<file path="config.mk">
export PLATFORM = sky130hd
export DESIGN_NAME = multi_channel_software_watchdog_unit
export DESIGN_NICKNAME = d
export VERILOG_FILES = /design/src/rtl/mcswd_pkg.sv /design/src/rtl/mcswd_slot_store.sv /design/src/rtl/mcswd_seq.sv /design/src/rtl/multi_channel_software_watchdog_unit.sv
export VERILOG_INCLUDE_DIRS = /design/src /design/src/rtl
export SDC_FILE = /design/constraint.sdc
export NUM_CORES = 2
export LEC_CHECK = 0
export BUFFER_PORTS_ARGS = -buffer_cell sky130_fd_sc_hd__buf_4
export CAP_MARGIN = 30
export CORE_AREA = 2 2 344 346
export CTS_CLUSTER_DIAMETER = 120
export DETAILED_ROUTE_END_ITERATION = 8
export DIE_AREA = 0 0 346 348
export GPL_TIMING_DRIVEN = 0
export MAX_ROUTING_LAYER = met4
export PLACE_DENSITY_LB_ADDON = 0.05
export SYNTH_ARGS = -nofsm -noshare
export SYNTH_HDL_FRONTEND = slang
export SYNTH_SLANG_ARGS = --single-unit
</file>
<file path="constraint.sdc">
create_clock -name clock -period 14.25 [get_ports clock]
set_input_delay 2.85 -clock clock [delete_from_list [all_inputs] [get_ports clock]]
set_output_delay 2.85 -clock clock [all_outputs]
set_load 0.01 [all_outputs]
</file>
<file path="src/rtl/multi_channel_software_watchdog_unit_defines.svh">
// Assertion macros used by the watchdog sequencer RTL.
// No dependencies; taken in by `include where assertions are written.
`ifndef MULTI_CHANNEL_SOFTWARE_WATCHDOG_UNIT_DEFINES_SVH
`define MULTI_CHANNEL_SOFTWARE_WATCHDOG_UNIT_DEFINES_SVH

// Same-cycle implication, clocked on clock and disabled in reset.
`define MCSWD_ASSERT_IMP(lbl, ante, cons) \
   lbl: assert property (@(posedge clock) disable iff (reset) (ante) |-> (cons)) \
      else $error("mcswd: same-cycle check failed");

// Next-cycle implication, clocked on clock and disabled in reset.
`define MCSWD_ASSERT_NXT(lbl, ante, cons) \
   lbl: assert property (@(posedge clock) disable iff (reset) (ante) |=> (cons)) \
      else $error("mcswd: next-cycle check failed");

`endif

</file>
<file path="src/rtl/mcswd_pkg.sv">
// Package for the multi-channel watchdog: sizes, codes, types and the name trim.
// No dependencies; used by every module of the block.
package mcswd_pkg;

   localparam int SLOTS      = 16;
   localparam int SLOT_W     = (SLOTS > 1) ? $clog2(SLOTS) : 1;
   localparam int HANDLE_W   = 4;
   localparam int NAME_BYTES = 8;
   localparam int NAME_W     = 8 * NAME_BYTES;
   localparam int CNT_W      = 16;
   localparam int EXP_W      = 5;
   localparam logic [CNT_W-1:0] RELOAD_RESET = 16'd10;

   typedef enum logic [1:0] {
      OP_REGISTER = 2'd0,
      OP_FEED     = 2'd1,
      OP_TICK     = 2'd2,
      OP_NONE     = 2'd3
   } op_type;

   typedef enum logic [1:0] {
      STAT_OK         = 2'd0,
      STAT_DUPLICATE  = 2'd1,
      STAT_FULL       = 2'd2,
      STAT_BAD_HANDLE = 2'd3
   } status_type;

   typedef enum logic [2:0] {
      ST_IDLE,
      ST_WALK,
      ST_DRAIN,
      ST_DONE
   } state_type;

   typedef struct packed {
      logic              en;
      logic              label_en;
      logic [SLOT_W-1:0] addr;
      logic [CNT_W-1:0]  count;
      logic [NAME_W-1:0] label;
   } wr_req_type;

   // A name ends at its first zero byte; every byte after it is cleared.
   function automatic logic [NAME_W-1:0] trim_name(input logic [NAME_W-1:0] raw);
      logic [NAME_W-1:0] kept;
      logic              live;
      kept = '0;
      live = 1'b1;
      for (int i = 0; i < NAME_BYTES; i++) begin
         if (raw[8*i +: 8] == 8'd0) begin
            live = 1'b0;
         end
         if (live) begin
            kept[8*i +: 8] = raw[8*i +: 8];
         end
      end
      return kept;
   endfunction

endpackage

</file>
<file path="src/rtl/mcswd_slot_store.sv">
// Slot table of the watchdog: used flags, counter memory and label memory.
// Depends on mcswd_pkg; one write port and one registered read port.
module mcswd_slot_store (
   input  logic                                   clock,
   input  logic                                   reset,
   input  mcswd_pkg::wr_req_type                  wr,
   input  logic [mcswd_pkg::SLOT_W-1:0]           rd_addr,
   output logic [mcswd_pkg::CNT_W-1:0]            rd_count,
   output logic [mcswd_pkg::NAME_W-1:0]           rd_label,
   output logic [mcswd_pkg::SLOTS-1:0]            used
);

   logic [mcswd_pkg::CNT_W-1:0]  count_mem [mcswd_pkg::SLOTS];
   logic [mcswd_pkg::NAME_W-1:0] label_mem [mcswd_pkg::SLOTS];
   logic [mcswd_pkg::CNT_W-1:0]  rd_count_ff;
   logic [mcswd_pkg::NAME_W-1:0] rd_label_ff;
   logic [mcswd_pkg::SLOTS-1:0]  used_ff;

   always_ff @(posedge clock) begin
      if (wr.en) begin
         count_mem[wr.addr] <= wr.count;
      end
      if (wr.label_en) begin
         label_mem[wr.addr] <= wr.label;
      end
      rd_count_ff <= count_mem[rd_addr];
      rd_label_ff <= label_mem[rd_addr];
   end

   always_ff @(posedge clock) begin
      if (reset) begin
         used_ff <= '0;
      end else if (wr.label_en) begin
         used_ff[wr.addr] <= 1'b1;
      end
   end

   assign rd_count = rd_count_ff;
   assign rd_label = rd_label_ff;
   assign used     = used_ff;

endmodule

</file>
<file path="src/rtl/mcswd_seq.sv">
// Sequencer and shared compare/decrement unit that walks the slot table.
// Depends on mcswd_pkg and the assertion macros in the defines header.
`include "multi_channel_software_watchdog_unit_defines.svh"

module mcswd_seq (
   input  logic                                   clock,
   input  logic                                   reset,
   input  logic                                   start,
   output logic                                   busy,
   input  logic [1:0]                             req_operation,
   input  logic [mcswd_pkg::NAME_W-1:0]           req_channel_name,
   input  logic [mcswd_pkg::HANDLE_W-1:0]         req_channel_handle,
   input  logic [mcswd_pkg::CNT_W-1:0]            reload,
   input  logic [mcswd_pkg::SLOTS-1:0]            used,
   input  logic [mcswd_pkg::CNT_W-1:0]            rd_count,
   input  logic [mcswd_pkg::NAME_W-1:0]           rd_label,
   output logic [mcswd_pkg::SLOT_W-1:0]           rd_addr,
   output mcswd_pkg::wr_req_type                  wr,
   output logic                                   rsp_strobe,
   output logic [1:0]                             rsp_status,
   output logic [mcswd_pkg::HANDLE_W-1:0]         rsp_assigned_handle,
   output logic                                   rsp_reboot_request,
   output logic [mcswd_pkg::EXP_W-1:0]            rsp_expired_count
);

   mcswd_pkg::state_type               state_ff, state_in;
   mcswd_pkg::op_type                  op_ff;
   logic [mcswd_pkg::SLOT_W-1:0]       idx_ff, idx_in;
   logic                               pipe_vld_ff;
   logic [mcswd_pkg::SLOT_W-1:0]       pipe_idx_ff;
   logic [mcswd_pkg::NAME_W-1:0]       name_ff;
   logic [mcswd_pkg::HANDLE_W-1:0]     handle_ff;
   logic                               dup_ff;
   logic                               found_ff;
   logic [mcswd_pkg::SLOT_W-1:0]       free_ff;
   logic [mcswd_pkg::EXP_W-1:0]        exp_ff;
   logic                               rsp_strobe_ff;
   mcswd_pkg::status_type              rsp_status_ff, rsp_status_in;
   logic [mcswd_pkg::HANDLE_W-1:0]     rsp_handle_ff, rsp_handle_in;
   logic                               rsp_reboot_ff, rsp_reboot_in;
   logic [mcswd_pkg::EXP_W-1:0]        rsp_expired_ff, rsp_expired_in;
   logic                               accept;
   logic                               handle_ok;
   logic                               reg_ok;
   logic                               pipe_used;

   assign accept    = (state_ff == mcswd_pkg::ST_IDLE) && start;
   assign handle_ok = (32'(handle_ff) < 32'(mcswd_pkg::SLOTS))
                      && used[mcswd_pkg::SLOT_W'(handle_ff)];
   assign reg_ok    = !dup_ff && found_ff;
   assign pipe_used = used[pipe_idx_ff];

   always_comb begin
      state_in = state_ff;
      idx_in   = idx_ff;
      case (state_ff)
         mcswd_pkg::ST_IDLE: begin
            idx_in = '0;
            if (start) begin
               if (req_operation inside {mcswd_pkg::OP_REGISTER, mcswd_pkg::OP_TICK}) begin
                  state_in = mcswd_pkg::ST_WALK;
               end else begin
                  state_in = mcswd_pkg::ST_DONE;
               end
            end
         end
         mcswd_pkg::ST_WALK: begin
            idx_in = idx_ff + 1'b1;
            if (idx_ff == mcswd_pkg::SLOT_W'(mcswd_pkg::SLOTS - 1)) begin
               state_in = mcswd_pkg::ST_DRAIN;
            end
         end
         mcswd_pkg::ST_DRAIN: begin
            state_in = mcswd_pkg::ST_DONE;
         end
         mcswd_pkg::ST_DONE: begin
            state_in = mcswd_pkg::ST_IDLE;
         end
         default: begin
            state_in = mcswd_pkg::ST_IDLE;
         end
      endcase
   end

   always_comb begin
      busy    = (state_ff != mcswd_pkg::ST_IDLE);
      rd_addr = idx_ff;
      wr      = '0;
      if (pipe_vld_ff && (op_ff == mcswd_pkg::OP_TICK) && pipe_used && (rd_count != '0)) begin
         wr.en    = 1'b1;
         wr.addr  = pipe_idx_ff;
         wr.count = rd_count - 1'b1;
      end
      if (state_ff == mcswd_pkg::ST_DONE) begin
         case (op_ff)
            mcswd_pkg::OP_REGISTER: begin
               if (reg_ok) begin
                  wr.en       = 1'b1;
                  wr.label_en = 1'b1;
                  wr.addr     = free_ff;
                  wr.count    = reload;
                  wr.label    = name_ff;
               end
            end
            mcswd_pkg::OP_FEED: begin
               if (handle_ok) begin
                  wr.en    = 1'b1;
                  wr.addr  = mcswd_pkg::SLOT_W'(handle_ff);
                  wr.count = reload;
               end
            end
            default: begin
               wr.en = 1'b0;
            end
         endcase
      end
   end

   always_comb begin
      rsp_status_in  = mcswd_pkg::STAT_OK;
      rsp_handle_in  = '0;
      rsp_reboot_in  = 1'b0;
      rsp_expired_in = '0;
      case (op_ff)
         mcswd_pkg::OP_REGISTER: begin
            if (dup_ff) begin
               rsp_status_in = mcswd_pkg::STAT_DUPLICATE;
            end else if (!found_ff) begin
               rsp_status_in = mcswd_pkg::STAT_FULL;
            end else begin
               rsp_handle_in = mcswd_pkg::HANDLE_W'(free_ff);
            end
         end
         mcswd_pkg::OP_FEED: begin
            if (!handle_ok) begin
               rsp_status_in = mcswd_pkg::STAT_BAD_HANDLE;
            end
         end
         mcswd_pkg::OP_TICK: begin
            rsp_reboot_in  = (exp_ff != '0);
            rsp_expired_in = exp_ff;
         end
         default: begin
            rsp_status_in = mcswd_pkg::STAT_OK;
         end
      endcase
   end

   always_ff @(posedge clock) begin
      if (reset) begin
         state_ff      <= mcswd_pkg::ST_IDLE;
         pipe_vld_ff   <= 1'b0;
         rsp_strobe_ff <= 1'b0;
      end else begin
         state_ff      <= state_in;
         pipe_vld_ff   <= (state_ff == mcswd_pkg::ST_WALK);
         rsp_strobe_ff <= (state_ff == mcswd_pkg::ST_DONE);
      end
   end

   always_ff @(posedge clock) begin
      idx_ff      <= idx_in;
      pipe_idx_ff <= idx_ff;
      if (accept) begin
         op_ff     <= mcswd_pkg::op_type'(req_operation);
         name_ff   <= mcswd_pkg::trim_name(req_channel_name);
         handle_ff <= req_channel_handle;
         dup_ff    <= 1'b0;
         found_ff  <= 1'b0;
         free_ff   <= '0;
         exp_ff    <= '0;
      end else if (pipe_vld_ff) begin
         if (op_ff == mcswd_pkg::OP_REGISTER) begin
            if (pipe_used && (rd_label == name_ff)) begin
               dup_ff <= 1'b1;
            end
            if (!pipe_used && !found_ff) begin
               found_ff <= 1'b1;
               free_ff  <= pipe_idx_ff;
            end
         end
         if ((op_ff == mcswd_pkg::OP_TICK) && pipe_used && (rd_count == '0)) begin
            exp_ff <= exp_ff + 1'b1;
         end
      end
      if (state_ff == mcswd_pkg::ST_DONE) begin
         rsp_status_ff  <= rsp_status_in;
         rsp_handle_ff  <= rsp_handle_in;
         rsp_reboot_ff  <= rsp_reboot_in;
         rsp_expired_ff <= rsp_expired_in;
      end
   end

   assign rsp_strobe          = rsp_strobe_ff;
   assign rsp_status          = rsp_status_ff;
   assign rsp_assigned_handle = rsp_handle_ff;
   assign rsp_reboot_request  = rsp_reboot_ff;
   assign rsp_expired_count   = rsp_expired_ff;

   `MCSWD_ASSERT_IMP(a_idle_pipe_empty, state_ff == mcswd_pkg::ST_IDLE, !pipe_vld_ff)
   `MCSWD_ASSERT_NXT(a_walk_feeds_pipe, state_ff == mcswd_pkg::ST_WALK, pipe_vld_ff)
   `MCSWD_ASSERT_IMP(a_strobe_after_done, rsp_strobe_ff, $past(state_ff) == mcswd_pkg::ST_DONE)
   `MCSWD_ASSERT_IMP(a_expired_bounded, 1'b1, 32'(exp_ff) <= 32'(mcswd_pkg::SLOTS))

endmodule

</file>
<file path="src/rtl/multi_channel_software_watchdog_unit.sv">
// Top level of the multi-channel watchdog: reload register, sequencer and slot table.
// Depends on mcswd_pkg, mcswd_seq and mcswd_slot_store.
//
// Usage. An item is taken when start is high while busy is low; its operation
// selects register (name in req_channel_name), feed (slot in req_channel_handle)
// or one tick. Every item gives exactly one result, shown for a single cycle
// with rsp_strobe high; the receiver cannot hold it off, so it must sample then.
// Register and tick walk all slots through one registered read port, one slot a
// cycle, then drain the read pipe before the result strobe; busy clears in the
// strobe cycle; no new item is taken before then. Feed and an unknown operation
// skip the walk and go straight to the done state, which registers the strobe.
// The csr_ channel writes the reload value; it is ready whenever busy is low.
// Reset (synchronous, active high) frees every slot, sets the reload value to
// ten and leaves the block idle; counters and names need no clearing pass.
module multi_channel_software_watchdog_unit (
   input  logic                                   clock,
   input  logic                                   reset,
   input  logic                                   start,
   output logic                                   busy,
   input  logic [1:0]                             req_operation,
   input  logic [mcswd_pkg::NAME_W-1:0]           req_channel_name,
   input  logic [mcswd_pkg::HANDLE_W-1:0]         req_channel_handle,
   output logic                                   rsp_strobe,
   output logic [1:0]                             rsp_status,
   output logic [mcswd_pkg::HANDLE_W-1:0]         rsp_assigned_handle,
   output logic                                   rsp_reboot_request,
   output logic [mcswd_pkg::EXP_W-1:0]            rsp_expired_count,
   input  logic                                   csr_valid,
   output logic                                   csr_ready,
   input  logic [mcswd_pkg::CNT_W-1:0]            csr_data
);

   logic [mcswd_pkg::CNT_W-1:0]  reload_ff;
   logic [mcswd_pkg::SLOTS-1:0]  used;
   logic [mcswd_pkg::CNT_W-1:0]  rd_count;
   logic [mcswd_pkg::NAME_W-1:0] rd_label;
   logic [mcswd_pkg::SLOT_W-1:0] rd_addr;
   mcswd_pkg::wr_req_type        wr;

   assign csr_ready = !busy;

   always_ff @(posedge clock) begin
      if (reset) begin
         reload_ff <= mcswd_pkg::RELOAD_RESET;
      end else if (csr_valid && csr_ready) begin
         reload_ff <= csr_data;
      end
   end

   mcswd_seq u_seq (
      .clock               (clock),
      .reset               (reset),
      .start               (start),
      .busy                (busy),
      .req_operation       (req_operation),
      .req_channel_name    (req_channel_name),
      .req_channel_handle  (req_channel_handle),
      .reload              (reload_ff),
      .used                (used),
      .rd_count            (rd_count),
      .rd_label            (rd_label),
      .rd_addr             (rd_addr),
      .wr                  (wr),
      .rsp_strobe          (rsp_strobe),
      .rsp_status          (rsp_status),
      .rsp_assigned_handle (rsp_assigned_handle),
      .rsp_reboot_request  (rsp_reboot_request),
      .rsp_expired_count   (rsp_expired_count)
   );

   mcswd_slot_store u_store (
      .clock    (clock),
      .reset    (reset),
      .wr       (wr),
      .rd_addr  (rd_addr),
      .rd_count (rd_count),
      .rd_label (rd_label),
      .used     (used)
   );

endmodule

</file>
# Yosys cells after proc, flatten, opt, wreduce, memory -nomap -nowiden
# Memory sizes are Yosys's and may differ from the RTL's. A register that Yosys moved wholly into a read port is not among the register bits.
# Index checks and enable logic that the tools add are counted.
[word_totals]
ff_bits = 138
n_memories = 2
wordCells = 129
output_inout_bits = 15
ramBits = 1280
[mem_list]
columns = ["memory", "depth", "width", "read_ports", "rd_ports_with_merged_regs", "wr", "line_no", "text"]
rows = [
  ["u_store.label_mem", 16, 64, 1, 1, 1, "mcswd_slot_store.sv:14", "logic [mcswd_pkg::NAME_W-1:0] label_mem [mcswd_pkg::SLOTS];"],
  ["u_store.count_mem", 16, 16, 1, 1, 1, "mcswd_slot_store.sv:13", "logic [mcswd_pkg::CNT_W-1:0] count_mem [mcswd_pkg::SLOTS];"],
]
[classes]
n_eq_ne = 10
n_lt_le_gt_ge = 4
reduce_logical = 37
add_sub_neg = 3
bitwise = 3
n_mux = 45
[op_table]
columns = ["operator", "count"]
rows = [
  ["$mux 86", 2],
  ["$eq 64x64->1", 1],
  ["$logic_not 8->1", 8],
  ["$mux 64", 1],
  ["$mux 20", 2],
  ["$pmux 20 s2", 1],
  ["$mux 1", 26],
  ["$logic_not 16->1", 1],
  ["$or 16x16->16", 1],
  ["$reduce_bool 16->1", 1],
  ["$sub 16x1->16 const B", 1],
  ["$lt 4x5->1 const B", 3],
  ["$logic_and 1x1->1", 11],
  ["$pmux 3 s3", 1],
  ["$bmux 1 s4", 2],
  ["$mux 2", 4],
  ["$pmux 4 s2", 1],
  ["$eq 3x2->1 const B", 2],
  ["$mux 3", 2],
  ["$reduce_and 3->1", 2],
  ["$add 5x1->5 const B", 1],
  ["$reduce_bool 5->1", 1],
  ["$add 4x1->4 const B", 1],
  ["$demux 1 s4", 1],
  ["17 further kinds", 25],
]

# Longest topological paths before layout
[depth]
ltp_word = 17
ltp_mapped = 11
depth_no_buf = 9

# Cells and area by module
# Synthesis repeated with hierarchy kept, for this count alone.
[hier_totals]
hier_cells = 2782
area_unflattened_um2 = 56957.1
[modules_own_cells]
columns = ["module", "area_per_inst_um2", "cells_each", "n_inst", "seq_area_each_um2"]
rows = [
  ["mcswd_slot_store", 50054.3, 2139, 1, 40358.7],
  ["mcswd_seq", 6124.6, 570, 1, 2962.8],
  ["multi_channel_software_watchdog_unit", 778.2, 73, 1, 320.3],
]

# Worst setup path before layout
# Ideal clock, no wire load.
[synth_path]
kind = "register to register"
from = "register u_store.rd_count_ff, in the netlist u_store.rd_count[0] (read register of u_store.count_mem)"
to = "memory u_store.label_mem[11][0] (netlist name) (enable)"
path_buffers = 0
arrival_ns = 6.620
period_less_slack_ns = 7.185
stages_incl_launch_ff = 9
required_ns = 13.685
setup_ns = 0.565
slack_ns = 7.065
path_cell_list = "dfxtp_1 inv_1 ha_1 or4b_1 or4_4 o311a_4 nand3_1 nand4_2 nor3_1"
[synth_via]
elab_chain_len = 6
elab_cells_between_ends = 7
classes_between = "5 x mux; 2 x reduce/logical"
[synth_rtl]
columns = ["element", "line_no", "text"]
rows = [
  ["start: declaration", "mcswd_slot_store.sv:15", "logic [mcswd_pkg::CNT_W-1:0] rd_count_ff;"],
  ["$reduce_bool 16->1 (*)", "mcswd_seq.sv:89", "if (pipe_vld_ff && (op_ff == mcswd_pkg::OP_TICK) && pipe_used && (rd_count != '0)) begin"],
  ["$logic_and 1x1->1 (*)", "mcswd_seq.sv:89", ""],
  ["$mux 20 (*)", "mcswd_seq.sv:89", ""],
  ["$mux 20 / $mux 86 (equally long branches)", "mcswd_seq.sv:106, mcswd_seq.sv:97", ""],
  ["$pmux 20 s2", "mcswd_seq.sv:95", "case (op_ff)"],
  ["$mux 86 (*)", "mcswd_seq.sv:94", "if (state_ff == mcswd_pkg::ST_DONE) begin"],
  ["end: declaration", "mcswd_slot_store.sv:14", ""],
]
# Every way passes the cells marked *; elsewhere a longest branch is shown, timed or not.

# Worst setup path in the final report
[layout_path]
from = "input port req_channel_name[0] (netlist name)"
to = "register u_seq.name_ff[59] (netlist name) (data pin)"
[layout_via]
elab_chain_len = 17
[layout_rtl]
columns = ["element", "line_no", "text"]
rows = [
  ["start: declaration", "multi_channel_software_watchdog_unit.sv:21", "input logic [mcswd_pkg::NAME_W-1:0] req_channel_name,"],
  ["$logic_not 8->1", "mcswd_pkg.sv:50", "if (raw[8*i +: 8] == 8'd0) begin"],
  ["$mux 1", "mcswd_pkg.sv:50", ""],
  ["$mux 1", "mcswd_seq.sv:164", "if (accept) begin"],
  ["$mux 1", "mcswd_pkg.sv:50", ""],
  ["$mux 1", "mcswd_seq.sv:164", ""],
  ["$mux 1", "mcswd_pkg.sv:50", ""],
  ["$mux 1", "mcswd_seq.sv:164", ""],
  ["$mux 1", "mcswd_pkg.sv:50", ""],
  ["$mux 1", "mcswd_seq.sv:164", ""],
  ["$mux 1", "mcswd_pkg.sv:50", ""],
  ["$mux 1", "mcswd_seq.sv:164", ""],
  ["$mux 1", "mcswd_pkg.sv:50", ""],
  ["$mux 1", "mcswd_seq.sv:164", ""],
  ["$mux 1", "mcswd_pkg.sv:50", ""],
  ["$mux 1", "mcswd_seq.sv:164", ""],
  ["$mux 1", "mcswd_pkg.sv:50", ""],
  ["$mux 1", "mcswd_seq.sv:164", ""],
  ["end signal: assignment", "mcswd_seq.sv:166", "name_ff <= mcswd_pkg::trim_name(req_channel_name);"],
  ["end: declaration", "mcswd_seq.sv:31", "logic [mcswd_pkg::NAME_W-1:0] name_ff;"],
]
# No other way between the ends. The select of a mux whose other input is x is not followed.
# A chain may end at the register's enable or synchronous reset.

==> results.cfg <==
[sta]
layout_min_cycle_time_ps = 5480
fin_skew_ps = 22.7
tightest_slew_ps = 1150
rsz0062_at_grt = no
hold_viol = 0
final_max_slew_viol_count = 0
setup_viol = 0
max_clock_freq_ghz = 0.182
period_share_pct = 38.5
setup_tns_ps = 0
maxSlewHeadroom_pct = 22.8

[routing]
vias = 31500
first_pass_iters = 5
wl_per_cell_um = 29.3
highest_layer = met4
ant_nets = 0
drcViolationCount = 0
wl_met1_um = 65300
first_iter_violations = 3182
dr_wl_met2_um = 76400
routed-wl-met3_um = 9370
vias_per_cell = 5.93
wl_um = 156000

[clocking]
post-cts-setup-buffers = 0
postCtsHoldBufs = 0
clk_path_buf_depth = 3
cts_buffers = 156
cts-root-buf = clkbuf_16
cts_resized = 0
clk_pin_slew_ps = 60
htree_levels = 4
cts_tree = built
clk_latency_ps = 760
cts.sinks = 1497

[synthesis]
syn_nets = 3332
yosysWarnings = 0
synth_cell_types = 70
ys_seq_elements = 1497
postSynthAreaPerCell_um2 = 17.9
yosysSeqAreaShare_pct = 75.4
async_flop_share_pct = 0
synthFlopType = edfxtp_1
syn-instance-count = 3233
synth-edff-count = 1366
synth_area_um2 = 57900

[floorplan]
die-area_um2 = 120000
rows = 126
fp.dieH_um = 348
io_pins = 105
core_um2 = 117000
start_util_pct = 49.5
die_w_um = 346

[critical_path]
critical_path_arrival_ps = 6100
cp.required_ps = 14870
r2r-start = u_seq.op_ff[1]
critPathLaunch = req_channel_name[0]
start_kind = input port
end_kind = register
critPathMaxFanout = 9
path_class = in2reg

[cells_and_area]
n_fill_cell = 8803
layout-drive-gt1-share_pct = 20.7
syn_to_final_growth_pct = 17.3
nNetsFinal = 3737
fin_cells = 5307

[power]
powerDensity_nw_per_um2 = 169
p_leak_uw = 0.0196
ir_drop_mv = 0.133

[placed_design]
hpwl_um = 109000
port_buffers = 104
place_inst = 5012
gp_congestion = 0.831

[min_path]
worst_hold_path_type = reg2reg
hp-start = u_seq.rd_addr[3]

[global_routing]
grt_pass1_vias = 32200
grt_use_total_pct = 26.7
antenna_found_initial = 6
grt_overflow = 0
grt_max_degree = 40
grt_pass1_wl_um = 224000

[status]
outcome = finished clean

[job]
drv_cap = 0
==> cell families (layout without fill, tap and decap cells) <==
logic type      count (synthesis)  count (layout)  synth area share [%]
compound gates                488             488                  5.39
xor+xnor                       84              84                  1.27
fa+ha+maj                       9               9                 0.195
buf+inv                       198             734                  1.33
flops                        1497            1497                  75.4
mux                           498             498                  12.3
other cells                     0               2                     0
simple gates                  459             459                  4.09
==> final cells by class <==
class	count	area, um^2	share of cell area, %
Antenna cell	2	5.00	0.00737
Buffer	181	714	1.05
Clock buffer	213	4300	6.33
Clock inverter	76	704	1.04
Inverter	17	66.3	0.0976
Multi-Input combinational cell	1538	13600	20.1
Sequential cell	1497	43600	64.3
Tap cell	1536	1920	2.83
Timing Repair Buffer	247	2920	4.30
==> flip-flops by register name (all words and copies together) (netlist names) <==
register and count:
u_seq.rsp_expired_count 5, u_store.label_mem 1024, u_seq.name_ff 64, u_seq.found_ff 1, u_store.rd_label 64, u_seq.rsp_strobe 1, u_seq.exp_ff 5, u_seq.rsp_assigned_handle 4
u_seq.rsp_reboot_request 1, u_seq.pipe_idx_ff 4, u_seq.rsp_status 2, u_store.rd_count 16, u_seq.dup_ff 1, u_seq.pipe_vld_ff 1, u_seq.free_ff 4, u_store.count_mem 256
u_store.used 16, u_seq.state_ff 2, u_seq.rd_addr 4, u_seq.op_ff 2, u_seq.handle_ff 4, reload_ff 16
==> Yosys cell counts, types with 2 or more instances <==
cell,number,area [um^2]
a221o_1,2,20.0
inv_1,17,63.8
mux2i_1,253,2530
xnor2_1,45,394
dfxtp_1,131,2620
o21ai_0,177,886
and2_1,59,369
xor2_1,39,342
a21oi_1,110,551
ha_1,9,113
nand3_1,5,25.0
nor3_1,19,95.1
o21ba_2,2,20.0
a211o_1,2,17.5
nor2b_1,8,50.1
nand2_1,152,571
o2bb2ai_1,2,17.5
or2_2,2,12.5
nor2_1,64,240
nor4_1,27,169
mux2_2,81,912
a22oi_1,81,608
nor3b_1,3,22.5
clkbuf_1,137,514
or4_1,2,15.0
a211oi_1,3,22.5
buf_2,8,40.0
mux4_2,164,3690
nand2b_1,9,56.3
buf_6,2,22.5
and3_1,77,482
a221oi_1,81,709
a31oi_1,6,37.5
nand3b_1,2,15.0
o41ai_2,2,32.5
nand4_1,17,106
edfxtp_1,1366,41000
buf_1,33,124
or4_4,2,22.5
o41ai_1,2,17.5
==> power breakdown <==
group | switching (uW) | total [uW] | internal [uW]
clock network | 1660 | 3970 | 2320
registers | 139 | 5080 | 4940
logic | 1590 | 2440 | 848
total | 3390 | 11500 | 8110
==> stage by stage <==
stage | area [um^2] | util [%] | total power (uW) | worst slack, ps | hold WS [ps]
after floorplan | 57900 | - | 6460 | 7060 | 346
after global placement | 60600 | 51.8 | 7460 | -446 | 366
after detailed placement | 62800 | 53.7 | 7610 | 7910 | 361
after CTS | 67900 | 58.0 | 11600 | 8690 | 375
after global routing | 67900 | 58.1 | 11900 | 8450 | 395
final | 67900 | 58.1 | 11500 | 8770 | 374
==> path summary, 6_finish.rpt <==
path | endpoint | slack (ps) | depth (start not counted)
hold / removal | u_seq.pipe_idx_ff[3] | 370 | 0
hold reg to reg | u_seq.pipe_idx_ff[3] | 370 | 0
setup / recovery | u_seq.name_ff[59] | 8770 | 11
setup reg to reg | u_store.label_mem[7][3] | 9330 | 15
==> routing by layer <==
layer  GRT usage [%]  vias to the layer above
met5               -                        -
met3            3.86                      235
li1                -                    13800
met2            43.3                     1108
met4            8.09                        0
met1            35.3                    16400
==> critical path, cell delays in order <==
cell,delay [ps]
buf_4,90
nor4_1,40
nand2_1,250
and3_1,380
clkbuf_1,310
a21boi_1,540
and3_1,340
clkbuf_1,340
a21boi_1,550
buf_4,250
and2_1,120
==> cell usage in the layout (no fill, tap or decap), drive strengths merged, types with 59 or more instances in the layout <==
cell type	instances
mux2	81
a221oi	81
mux4	164
nand2	153
edfxtp	1366
clkbuf	350
nor2	65
o21ai	178
a22oi	81
mux2i	253
and3	77
buf	291
and2	59
dfxtp	131
a21oi	111
(Power assumes the default switching activity.)
